--- config.mk ---
export PLATFORM = sky130hd
export DESIGN_NAME = periodic_task_due_scheduler_core
export DESIGN_NICKNAME = d
export VERILOG_FILES = /design/src/design/ptds_pkg.sv /design/src/design/periodic_task_due_scheduler_core.sv /design/src/design/ptds_divider.sv
export SDC_FILE = /design/constraint.sdc
export NUM_CORES = 2
export LEC_CHECK = 0
export BUFFER_PORTS_ARGS = -buffer_cell sky130_fd_sc_hd__buf_2
export CAP_MARGIN = 0
export CORE_MARGIN = 2
export CORE_UTILIZATION = 40
export CTS_CLUSTER_SIZE = 40
export DETAILED_ROUTE_END_ITERATION = 12
export PLACE_DENSITY_LB_ADDON = 0.12
export RECOVER_POWER = 100
export SYNTH_ARGS = -nofsm -noshare
export SYNTH_HDL_FRONTEND = slang
export SYNTH_SLANG_ARGS = --single-unit
--- constraint.sdc ---
create_clock -name clk -period 10.25 [get_ports clk]
set_clock_uncertainty 0.1 [all_clocks]
set_input_delay 0.5125 -clock clk [delete_from_list [all_inputs] [get_ports clk]]
set_output_delay 0.5125 -clock clk [all_outputs]
set_load 0.01 [all_outputs]
--- src/design/ptds_pkg.sv ---
`default_nettype none
package ptds_pkg;

  // Field widths fixed by the interface
  localparam int TIME_W    = 48;
  localparam int INTV_W    = 32;
  localparam int SKIP_W    = 32;
  localparam int IDX_W     = 2;
  localparam int ACT_W     = 3;
  localparam int CFG_IDX_W = 3;
  localparam int CFG_DAT_W = 32;

  // Parameter defaults
  localparam int TASK_SLOTS_DEF = 4;
  localparam int TIME_BITS_DEF  = 48;

  // Register indexes
  localparam int REG_ACTIVE = 0;
  localparam int REG_INTV0  = 1;
  localparam int INTV_REGS  = 4;

  // Interval held after reset
  localparam logic [INTV_W-1:0] INTV_RESET = INTV_W'(1000);

  // Operation codes
  localparam logic FUNC_SELECT   = 1'b0;
  localparam logic FUNC_COMPLETE = 1'b1;

  // Saturating add of two time-wide values against a limit (a never above lim)
  function automatic logic [TIME_W-1:0] sat_add_t(input logic [TIME_W-1:0] a,
                                                  input logic [TIME_W-1:0] b,
                                                  input logic [TIME_W-1:0] lim);
    logic [TIME_W:0] s;
    begin
      s = {1'b0, a} + {1'b0, b};
      return (s > {1'b0, lim}) ? lim : s[TIME_W-1:0];
    end
  endfunction

  // Saturating add of two skip counts
  function automatic logic [SKIP_W-1:0] sat_add_s(input logic [SKIP_W-1:0] a,
                                                  input logic [SKIP_W-1:0] b);
    logic [SKIP_W:0] s;
    begin
      s = {1'b0, a} + {1'b0, b};
      return s[SKIP_W] ? {SKIP_W{1'b1}} : s[SKIP_W-1:0];
    end
  endfunction

endpackage
`default_nettype wire

--- src/design/periodic_task_due_scheduler_core.sv ---
`default_nettype none
// Periodic task due scheduler: earliest due time first over TASK_SLOTS slots.
// Input channel: an item is taken at a rising edge with start high and busy low.
//   func selects: select due task (current_time) or report completion
//   (task_number, start_time, finish_time, job_failed).
// Result channel: done is high for exactly one cycle with the result fields;
//   the receiver cannot stall, so the block never waits on it. Totals outputs
//   always show the running sums and are valid with done.
// Configuration: cfg_valid/cfg_ready write channel, always ready; index 0 is
//   the active slot count, indexes 1..4 the slot intervals. Write only while idle.
// Sequencing: a select scans one slot a cycle in S_SCAN, then reports in S_SRES
//   (straight to S_SRES when no slot is active). A completion runs S_CLOAD,
//   S_CDIFF, S_CADD, S_WB when the due time already lies past the finish time,
//   adding S_DGO, S_DIV (48-step restoring divider) and S_FIX when missed
//   intervals must be counted. A completion for a slot beyond the table
//   answers in the next cycle. One item is in flight at a time; busy stays high meanwhile.
// Reset (rst, synchronous): all due times and skip counts zero, intervals
//   1000, no slot active, totals zero.
module periodic_task_due_scheduler_core #(
  parameter int TASK_SLOTS = ptds_pkg::TASK_SLOTS_DEF,
  parameter int TIME_BITS  = ptds_pkg::TIME_BITS_DEF
) (
  input  wire logic                              clk,
  input  wire logic                              rst,
  input  wire logic                              start,
  output logic                                   busy,
  input  wire logic                              func,
  input  wire logic [ptds_pkg::TIME_W-1:0]       current_time,
  input  wire logic [ptds_pkg::IDX_W-1:0]        task_number,
  input  wire logic [ptds_pkg::TIME_W-1:0]       start_time,
  input  wire logic [ptds_pkg::TIME_W-1:0]       finish_time,
  input  wire logic                              job_failed,
  input  wire logic                              cfg_valid,
  output logic                                   cfg_ready,
  input  wire logic [ptds_pkg::CFG_IDX_W-1:0]    cfg_index,
  input  wire logic [ptds_pkg::CFG_DAT_W-1:0]    cfg_data,
  output logic                                   done,
  output logic                                   found,
  output logic      [ptds_pkg::IDX_W-1:0]        task_index,
  output logic      [ptds_pkg::TIME_W-1:0]       due_time,
  output logic      [ptds_pkg::SKIP_W-1:0]       task_skipped,
  output logic      [ptds_pkg::TIME_W-1:0]       executed_total,
  output logic      [ptds_pkg::TIME_W-1:0]       error_total,
  output logic      [ptds_pkg::TIME_W-1:0]       lateness_total,
  output logic      [ptds_pkg::TIME_W-1:0]       duration_total,
  output logic      [ptds_pkg::TIME_W-1:0]       skipped_total
);

  localparam int TW     = ptds_pkg::TIME_W;
  localparam int SW     = ptds_pkg::SKIP_W;
  localparam int IW     = ptds_pkg::INTV_W;
  localparam int AW     = ptds_pkg::ACT_W;
  localparam int SLOT_W = (TASK_SLOTS > 1) ? $clog2(TASK_SLOTS) : 1;

  localparam logic [TW-1:0] TIME_LIM = (TIME_BITS >= TW) ? {TW{1'b1}} :
                                       TW'((64'd1 << TIME_BITS) - 64'd1);
  localparam logic [TW-1:0] TOT_LIM  = {TW{1'b1}};
  localparam logic [SW-1:0] SKIP_LIM = {SW{1'b1}};

  // Sequencer states
  localparam logic [3:0] S_IDLE  = 4'd0;
  localparam logic [3:0] S_SCAN  = 4'd1;
  localparam logic [3:0] S_SRES  = 4'd2;
  localparam logic [3:0] S_CLOAD = 4'd3;
  localparam logic [3:0] S_CDIFF = 4'd4;
  localparam logic [3:0] S_CADD  = 4'd5;
  localparam logic [3:0] S_DGO   = 4'd6;
  localparam logic [3:0] S_DIV   = 4'd7;
  localparam logic [3:0] S_FIX   = 4'd8;
  localparam logic [3:0] S_WB    = 4'd9;

  logic [3:0] state;

  // Latched item
  logic              in_func;
  logic              in_failed;
  logic [1:0]        in_slot;
  logic [TW-1:0]     in_now;
  logic [TW-1:0]     in_start;
  logic [TW-1:0]     in_finish;

  // Configuration and slot state
  logic [AW-1:0]     active;
  logic [IW-1:0]     intv     [TASK_SLOTS];
  logic [TW-1:0]     due_tab  [TASK_SLOTS];
  logic [SW-1:0]     skip_tab [TASK_SLOTS];

  // Totals
  logic [TW-1:0]     executed_count;
  logic [TW-1:0]     error_count;
  logic [TW-1:0]     lateness_sum;
  logic [TW-1:0]     duration_sum;
  logic [TW-1:0]     skipped_sum;

  // Scan registers
  logic [SLOT_W-1:0] ptr;
  logic              have_due;
  logic              have_any;
  logic [TW-1:0]     best_due;
  logic [SLOT_W-1:0] best_idx;
  logic [SW-1:0]     best_skip;
  logic [TW-1:0]     min_due;
  logic [SLOT_W-1:0] min_idx;
  logic [SW-1:0]     min_skip;

  // Completion registers
  logic [TW-1:0]     old_due;
  logic [TW-1:0]     iv;
  logic [SW-1:0]     skip_prev;
  logic [TW-1:0]     dur_diff;
  logic [TW-1:0]     late_diff;
  logic [TW-1:0]     due_new;
  logic [TW-1:0]     span;
  logic [TW-1:0]     base;
  logic [SW-1:0]     k_sat;
  logic [SW-1:0]     new_skip;

  // Combinational helpers
  logic [AW-1:0]     n_lim;
  logic              accept;
  logic              last_slot;
  logic [TW-1:0]     rd_due;
  logic [SW-1:0]     rd_skip;
  logic [IW-1:0]     rd_intv;
  logic              d_le;
  logic              upd_due;
  logic              upd_min;
  logic              div_done;
  logic [TW-1:0]     div_q;
  logic [IW-1:0]     div_r;

  assign busy      = (state != S_IDLE);
  assign accept    = start && !busy;
  assign cfg_ready = 1'b1;

  assign executed_total = executed_count;
  assign error_total    = error_count;
  assign lateness_total = lateness_sum;
  assign duration_total = duration_sum;
  assign skipped_total  = skipped_sum;

  // Clamp the active count to the table
  assign n_lim = (int'(active) > TASK_SLOTS) ? AW'(TASK_SLOTS) : active;

  // Single read port on the slot state, addressed by ptr
  assign rd_due  = due_tab[ptr];
  assign rd_skip = skip_tab[ptr];
  assign rd_intv = intv[ptr];

  // Scan compare
  assign last_slot = (int'(ptr) + 1 >= int'(n_lim)) || (int'(ptr) == TASK_SLOTS - 1);
  assign d_le      = (rd_due <= in_now);
  assign upd_due   = d_le && (!have_due || (rd_due < best_due));
  assign upd_min   = !have_any || (rd_due < min_due);

  // Shared divider for skipped intervals
  ptds_divider #(
    .DVD_W (TW),
    .DIV_W (IW)
  ) u_div (
    .clk       (clk),
    .rst       (rst),
    .go        (state == S_DGO),
    .dividend  (span),
    .divisor   (iv[IW-1:0]),
    .done      (div_done),
    .quotient  (div_q),
    .remainder (div_r)
  );

  // Configuration writes
  always_ff @(posedge clk) begin
    if (rst) begin
      active <= '0;
      for (int i = 0; i < TASK_SLOTS; i++) begin
        intv[i] <= ptds_pkg::INTV_RESET;
      end
    end else if (cfg_valid && cfg_ready) begin
      if (int'(cfg_index) == ptds_pkg::REG_ACTIVE) begin
        active <= cfg_data[AW-1:0];
      end
      for (int i = 0; i < TASK_SLOTS; i++) begin
        if (i < ptds_pkg::INTV_REGS && int'(cfg_index) == ptds_pkg::REG_INTV0 + i) begin
          intv[i] <= cfg_data[IW-1:0];
        end
      end
    end
  end

  // Sequencer, slot state and totals
  always_ff @(posedge clk) begin
    if (rst) begin
      state          <= S_IDLE;
      done           <= 1'b0;
      ptr            <= '0;
      have_due       <= 1'b0;
      have_any       <= 1'b0;
      executed_count <= '0;
      error_count    <= '0;
      lateness_sum   <= '0;
      duration_sum   <= '0;
      skipped_sum    <= '0;
      for (int i = 0; i < TASK_SLOTS; i++) begin
        due_tab[i]  <= '0;
        skip_tab[i] <= '0;
      end
    end else begin
      done <= 1'b0;
      unique case (state)
        S_IDLE: begin
          if (accept) begin
            if (func == ptds_pkg::FUNC_SELECT) begin
              ptr      <= '0;
              have_due <= 1'b0;
              have_any <= 1'b0;
              state    <= (n_lim == '0) ? S_SRES : S_SCAN;
            end else if (int'(task_number) < TASK_SLOTS) begin
              ptr   <= SLOT_W'(task_number);
              state <= S_CLOAD;
            end else begin
              // Slot beyond the table: answer at once, no state change
              found        <= 1'b0;
              task_index   <= task_number;
              due_time     <= '0;
              task_skipped <= '0;
              done         <= 1'b1;
            end
          end
        end
        S_SCAN: begin
          if (upd_due) begin
            have_due  <= 1'b1;
            best_due  <= rd_due;
            best_idx  <= ptr;
            best_skip <= rd_skip;
          end
          if (upd_min) begin
            have_any <= 1'b1;
            min_due  <= rd_due;
            min_idx  <= ptr;
            min_skip <= rd_skip;
          end
          if (last_slot) begin
            state <= S_SRES;
          end else begin
            ptr <= ptr + SLOT_W'(1);
          end
        end
        S_SRES: begin
          if (have_due) begin
            found        <= 1'b1;
            task_index   <= ptds_pkg::IDX_W'(best_idx);
            due_time     <= best_due;
            task_skipped <= best_skip;
          end else if (have_any) begin
            found        <= 1'b0;
            task_index   <= ptds_pkg::IDX_W'(min_idx);
            due_time     <= min_due;
            task_skipped <= min_skip;
          end else begin
            found        <= 1'b0;
            task_index   <= '0;
            due_time     <= {TW{1'b1}};
            task_skipped <= '0;
          end
          done  <= 1'b1;
          state <= S_IDLE;
        end
        S_CLOAD: begin
          old_due   <= rd_due;
          skip_prev <= rd_skip;
          iv        <= (rd_intv == '0) ? TW'(1) : TW'(rd_intv);
          dur_diff  <= (in_finish > in_start) ? (in_finish - in_start) : '0;
          state     <= S_CDIFF;
        end
        S_CDIFF: begin
          late_diff <= (in_start > old_due) ? (in_start - old_due) : '0;
          due_new   <= ptds_pkg::sat_add_t(old_due, iv, TIME_LIM);
          state     <= S_CADD;
        end
        S_CADD: begin
          executed_count <= ptds_pkg::sat_add_t(executed_count, TW'(1), TOT_LIM);
          if (in_failed) begin
            error_count <= ptds_pkg::sat_add_t(error_count, TW'(1), TOT_LIM);
          end
          lateness_sum <= ptds_pkg::sat_add_t(lateness_sum, late_diff, TOT_LIM);
          duration_sum <= ptds_pkg::sat_add_t(duration_sum, dur_diff, TOT_LIM);
          if (due_new <= in_finish) begin
            span  <= in_finish - due_new;
            state <= S_DGO;
          end else begin
            new_skip <= skip_prev;
            state    <= S_WB;
          end
        end
        S_DGO: begin
          state <= S_DIV;
        end
        S_DIV: begin
          if (div_done) begin
            k_sat <= (div_q >= TW'(SKIP_LIM)) ? SKIP_LIM : (div_q[SW-1:0] + SW'(1));
            base  <= in_finish - TW'(div_r);
            state <= S_FIX;
          end
        end
        S_FIX: begin
          new_skip <= ptds_pkg::sat_add_s(skip_prev, k_sat);
          due_new  <= ptds_pkg::sat_add_t(base, iv, TIME_LIM);
          state    <= S_WB;
        end
        S_WB: begin
          due_tab[ptr]  <= due_new;
          skip_tab[ptr] <= new_skip;
          skipped_sum   <= ptds_pkg::sat_add_t(skipped_sum, TW'(new_skip - skip_prev),
                                               TOT_LIM);
          found         <= 1'b1;
          task_index    <= in_slot;
          due_time      <= due_new;
          task_skipped  <= new_skip;
          done          <= 1'b1;
          state         <= S_IDLE;
        end
        default: begin
          state <= S_IDLE;
        end
      endcase
    end
  end

  // Hold the accepted item
  always_ff @(posedge clk) begin
    if (accept) begin
      in_func   <= func;
      in_failed <= job_failed;
      in_slot   <= task_number;
      in_now    <= current_time & TIME_LIM;
      in_start  <= start_time & TIME_LIM;
      in_finish <= finish_time & TIME_LIM;
    end
  end

`ifndef SYNTHESIS
  a_select_goes_busy: assert property (@(posedge clk) disable iff (rst)
    (accept && func == ptds_pkg::FUNC_SELECT) |=> busy)
    else $error("select beat accepted but sequencer stayed idle");

  a_writeback_reports: assert property (@(posedge clk) disable iff (rst)
    (state == S_WB) |=> (done && found && task_index == $past(in_slot)))
    else $error("completion write-back gave no matching result");

  a_errors_within_runs: assert property (@(posedge clk) disable iff (rst)
    (error_count <= executed_count) && !(in_func == ptds_pkg::FUNC_SELECT && state == S_CLOAD))
    else $error("error total above run total or select in completion path");
`endif

endmodule
`default_nettype wire

--- src/design/ptds_divider.sv ---
`default_nettype none
module ptds_divider #(
  parameter int DVD_W = ptds_pkg::TIME_W,
  parameter int DIV_W = ptds_pkg::INTV_W
) (
  input  wire logic             clk,
  input  wire logic             rst,
  input  wire logic             go,
  input  wire logic [DVD_W-1:0] dividend,
  input  wire logic [DIV_W-1:0] divisor,
  output logic                  done,
  output logic      [DVD_W-1:0] quotient,
  output logic      [DIV_W-1:0] remainder
);

  localparam int CNT_W = $clog2(DVD_W + 1);

  logic             run;
  logic [CNT_W-1:0] cnt;
  logic [DIV_W-1:0] div;
  logic [DIV_W:0]   rem_sh;
  logic [DIV_W:0]   diff;

  // One restoring step: shift in the next dividend bit and trial-subtract
  assign rem_sh = {remainder, quotient[DVD_W-1]};
  assign diff   = rem_sh - {1'b0, div};

  // Sequence the steps
  always_ff @(posedge clk) begin
    if (rst) begin
      run  <= 1'b0;
      done <= 1'b0;
      cnt  <= '0;
    end else begin
      done <= 1'b0;
      if (go) begin
        run <= 1'b1;
        cnt <= CNT_W'(DVD_W);
      end else if (run) begin
        cnt <= cnt - CNT_W'(1);
        if (cnt == CNT_W'(1)) begin
          run  <= 1'b0;
          done <= 1'b1;
        end
      end
    end
  end

  // Shift quotient bits in, keep the partial remainder
  always_ff @(posedge clk) begin
    if (go) begin
      div       <= divisor;
      quotient  <= dividend;
      remainder <= '0;
    end else if (run) begin
      remainder <= diff[DIV_W] ? rem_sh[DIV_W-1:0] : diff[DIV_W-1:0];
      quotient  <= {quotient[DVD_W-2:0], !diff[DIV_W]};
    end
  end

`ifndef SYNTHESIS
  a_rem_below_div: assert property (@(posedge clk) disable iff (rst)
    done |-> (remainder < div))
    else $error("divider remainder not below divisor");
`endif

endmodule
`default_nettype wire

==> metrics.md <==
| Metric | Value |
|---|---|
| Largest net degree at the start of global routing | between 100 and 150 |
| Post-Syn Area per Cell | 10.8 um2 |
| Fin crit share | 0.836 |
| Commonest non-fill, non-tap cell in the layout | edfxtp_1 |
| Worst slew margin | -2.05 |
| Initial DRC count | 5,916 |
| Register area share after synthesis | 0.505 |
| P_int | between 10,000 and 15,000 uW |
| Most frequent cells in the layout | edfxtp_1 (1,338), a21oi_1 (700), ha_1 (642) |
| Yosys warns | 0 |
| Max reg flops | between 150 and 200 |
| Crit path DAT | 8.90 ns |
| First-pass GRT wire length | approximately 450,000 um |
| Vias in the first global route | roughly 68k |
| Residual DRC | 0 |
| DIE AREA | 232,000 um2 |
| Failing checks | capacitance limit, slew limit |
| Total leakage power | a little over 0.04 uW |
| EDFF count, synth | 1,338 |
| Combinational Power Share | 0.294 |
| Non-Filler Instances | 12.2k |
| Synth async-reset ratio | 0 |
| Peak VDD IR | 0.154 mV |
| Core footprint | 227,000 um2 |
| Ys flop type | edfxtp_1 |
| Power per standard cell area | 212 nW/um2 |
| Initial antenna violation count | 24 |
| Detailed-route wire length per cell | 25.0 um |
| Post-Syn Instances | 8,444 |
| Switching Power | 7540 uW |
| Global Route Usage Sum | 0.258 |
| Met2 Usage GRT | 0.436 |
| Max FO, Critical Path | 50 |
| Worst hold path type | in -> reg |
| DP Cell Count | approximately 12k |
| Max clock buf depth | 3 |
| TritonCTS buffer count | 185 |
| Initial core utilization | 0.402 |
| Ports | 513 |
| Global placer's final weighted congestion | 0.933 |
| Layout cells sized above 1 | 0.0686 |
| Drt pass-1 iters | 8 |
| RSZ-0062 raised after global routing | no |
| GR peak layer | met2 |
| Slew Limit Fails | 2,098 |
| Crit end category | register |
| Detailed-route via count | 69.0k |
| Routing usage on met3 | 0.0313 |
| Layout Nets | ~9.9k |
| Critical path's slowest cell | and3_1 |
| Die Ht | 481 um |
| CTS root buf | clkbuf_16 |
| DRT Wirelength | 307,000 um |
| Top flop regs | due_tab (192), intv (128), skip_tab (128) |
| Sequential fraction of design power | 0.396 |
| ANT nets after route | 0 |
| Clock slew at the register clock pins of the worst setup and hold paths | roughly 0.060 ns |
| Critical Path Max Stage Delay | 2.09 ns |
| Vias/cell | 5.64 |
| Setup violators final | 0 |
| Peak Freq | 117 MHz |
| Worst Path Required | 10.58 ns |
| Clock network fraction of design power | 0.310 |
| Clock period minus worst slack | 8.57 ns |
| CTS hold repair buffers | 183 |
| CTS tree | yes |
| Synth cell types | 88 |
| Port Buf Inserts | 511 |
| Max-Cap Viols | 47 |
| Rows | 175 |
| Synth Register Bits | between 1.5k and 2k |
| CTS H-tree depth | 4 |
| Status | finished, violations left |
| Critical path class | reg -> reg |
| Die W | 481 um |
| Worst-Margin Slew | between 4 and 5 ns |
| Biggest register | due_tab |
| Crit-path cells | nor2_2, clkbuf_1, and3_1, nand2_1, nor3b_1, buf_4, or2_4, clkbuf_2 |
| CTS sink cnt | 1,632 |
| Worst-skew pair later-pin latency | 0.85 ns |
| Sum of negative setup slack | 0 ns |
| GRT overflow | 0 |
| Critical Path Start Type | register |
| Sw frac | 0.342 |
| CTS resizes | 0 |
| Final Hold Vio Count | 0 |
| Post-CTS setup buffers | 0 |
| Mapped cell area | ~91,000 um2 |
| M1 GR Usage | 0.341 |
| Estimated wirelength of the detail-placed design | 228,000 um |
| Syn_nets | around 9.3k |
| Area Overhead vs Synth | 14.4% |
-- power groups by stage --
stage | sequential, uW | clock, uW | combinational [uW]
6_report | 8750 | 6840 | 6480
5_1_grt | 8800 | 7220 | 7100
4_1_cts | 8730 | 6970 | 6470
3_5_place_dp | 8860 | 0 | 6370
3_3_place_gp | 8850 | 0 | 6340
2_1_floorplan | 8550 | 0 | 4410
-- metal layers --
metal	wire length [um]	part of all wire	vias up
li1	-	-	32700
met5	7	0.000023	-
met1	131000	0.43	33800
met2	147000	0.48	2086
met4	12100	0.039	2
met3	16600	0.054	458
-- logic make-up after synthesis --
kind of cell / Yosys count / synth area share
buf+inv: 870 / 0.0362
xor+xnor: 501 / 0.0481
simple gates: 2377 / 0.132
flops: 1632 / 0.505
compound gates: 2255 / 0.155
other cells: 1 / 0.0000411
mux: 154 / 0.0322
fa+ha+maj: 654 / 0.0907
-- synth_stat cells, types with 92 or more instances --
library cell	count	area, um2
ha_1	642	8030
nand3_1	160	801
nand2b_1	106	663
nand2_1	506	1900
inv_1	516	1940
edfxtp_1	1338	40200
and3_1	108	676
clkbuf_1	315	1180
o21ai_0	538	2690
nor2_1	551	2070
nor2b_1	106	663
xor2_1	210	1840
a21oi_1	702	3510
a21o_1	316	2370
xnor2_1	291	2550
mux4_2	111	2500
dfxtp_1	294	5890
and2_1	339	2120
nor3_1	137	686
nor4_1	92	576
nand4_1	136	851
-- layout make-up --
class / count / area (um2)
clock inverter: 107 / 1090
sequential: 1632 / 46100
timing repair buffer: 781 / 4380
tap: 3009 / 3760
multi-input combinational: 5942 / 41900
fill: 21400 / 123000
antenna: 11 / 27.5
clock buffer: 240 / 5120
inverter: 516 / 1940
-- critical path, delay by kind of cell (launching register included) --
| kind | cells | cell delay (ns) |
|---|---|---|
| AND/OR/NAND/NOR | 5 | 5.12 |
| buffers and inverters | 3 | 2.25 |
| flip-flops | 1 | 0.42 |
-- worst paths after layout --
kind                                 startpoint              end  slack, ns  cells past startpoint
worst max register to register         state[1]    due_tab[1][9]       1.68                      8
worst min-delay path                      start         state[0]       0.10                      5
worst min register to register  error_total[12]  error_total[12]       0.38                      1
worst max-delay path                   state[1]    due_tab[1][9]       1.68                      8
-- through the flow --
step	hold slack (ns)	util	power, uW	setup slack (ns)	instance area (um2)
2_1_floorplan	0.350	-	13000	0.861	91200
3_3_place_gp	0.358	0.427	15200	3.28	97100
3_5_place_dp	0.364	0.427	15200	3.30	97100
4_1_cts	0.0545	0.463	22200	3.28	105000
5_1_grt	0.123	0.459	23100	1.29	104000
6_report	0.105	0.459	22100	1.68	104000
Note: power is estimated with default switching activity, not from simulation.
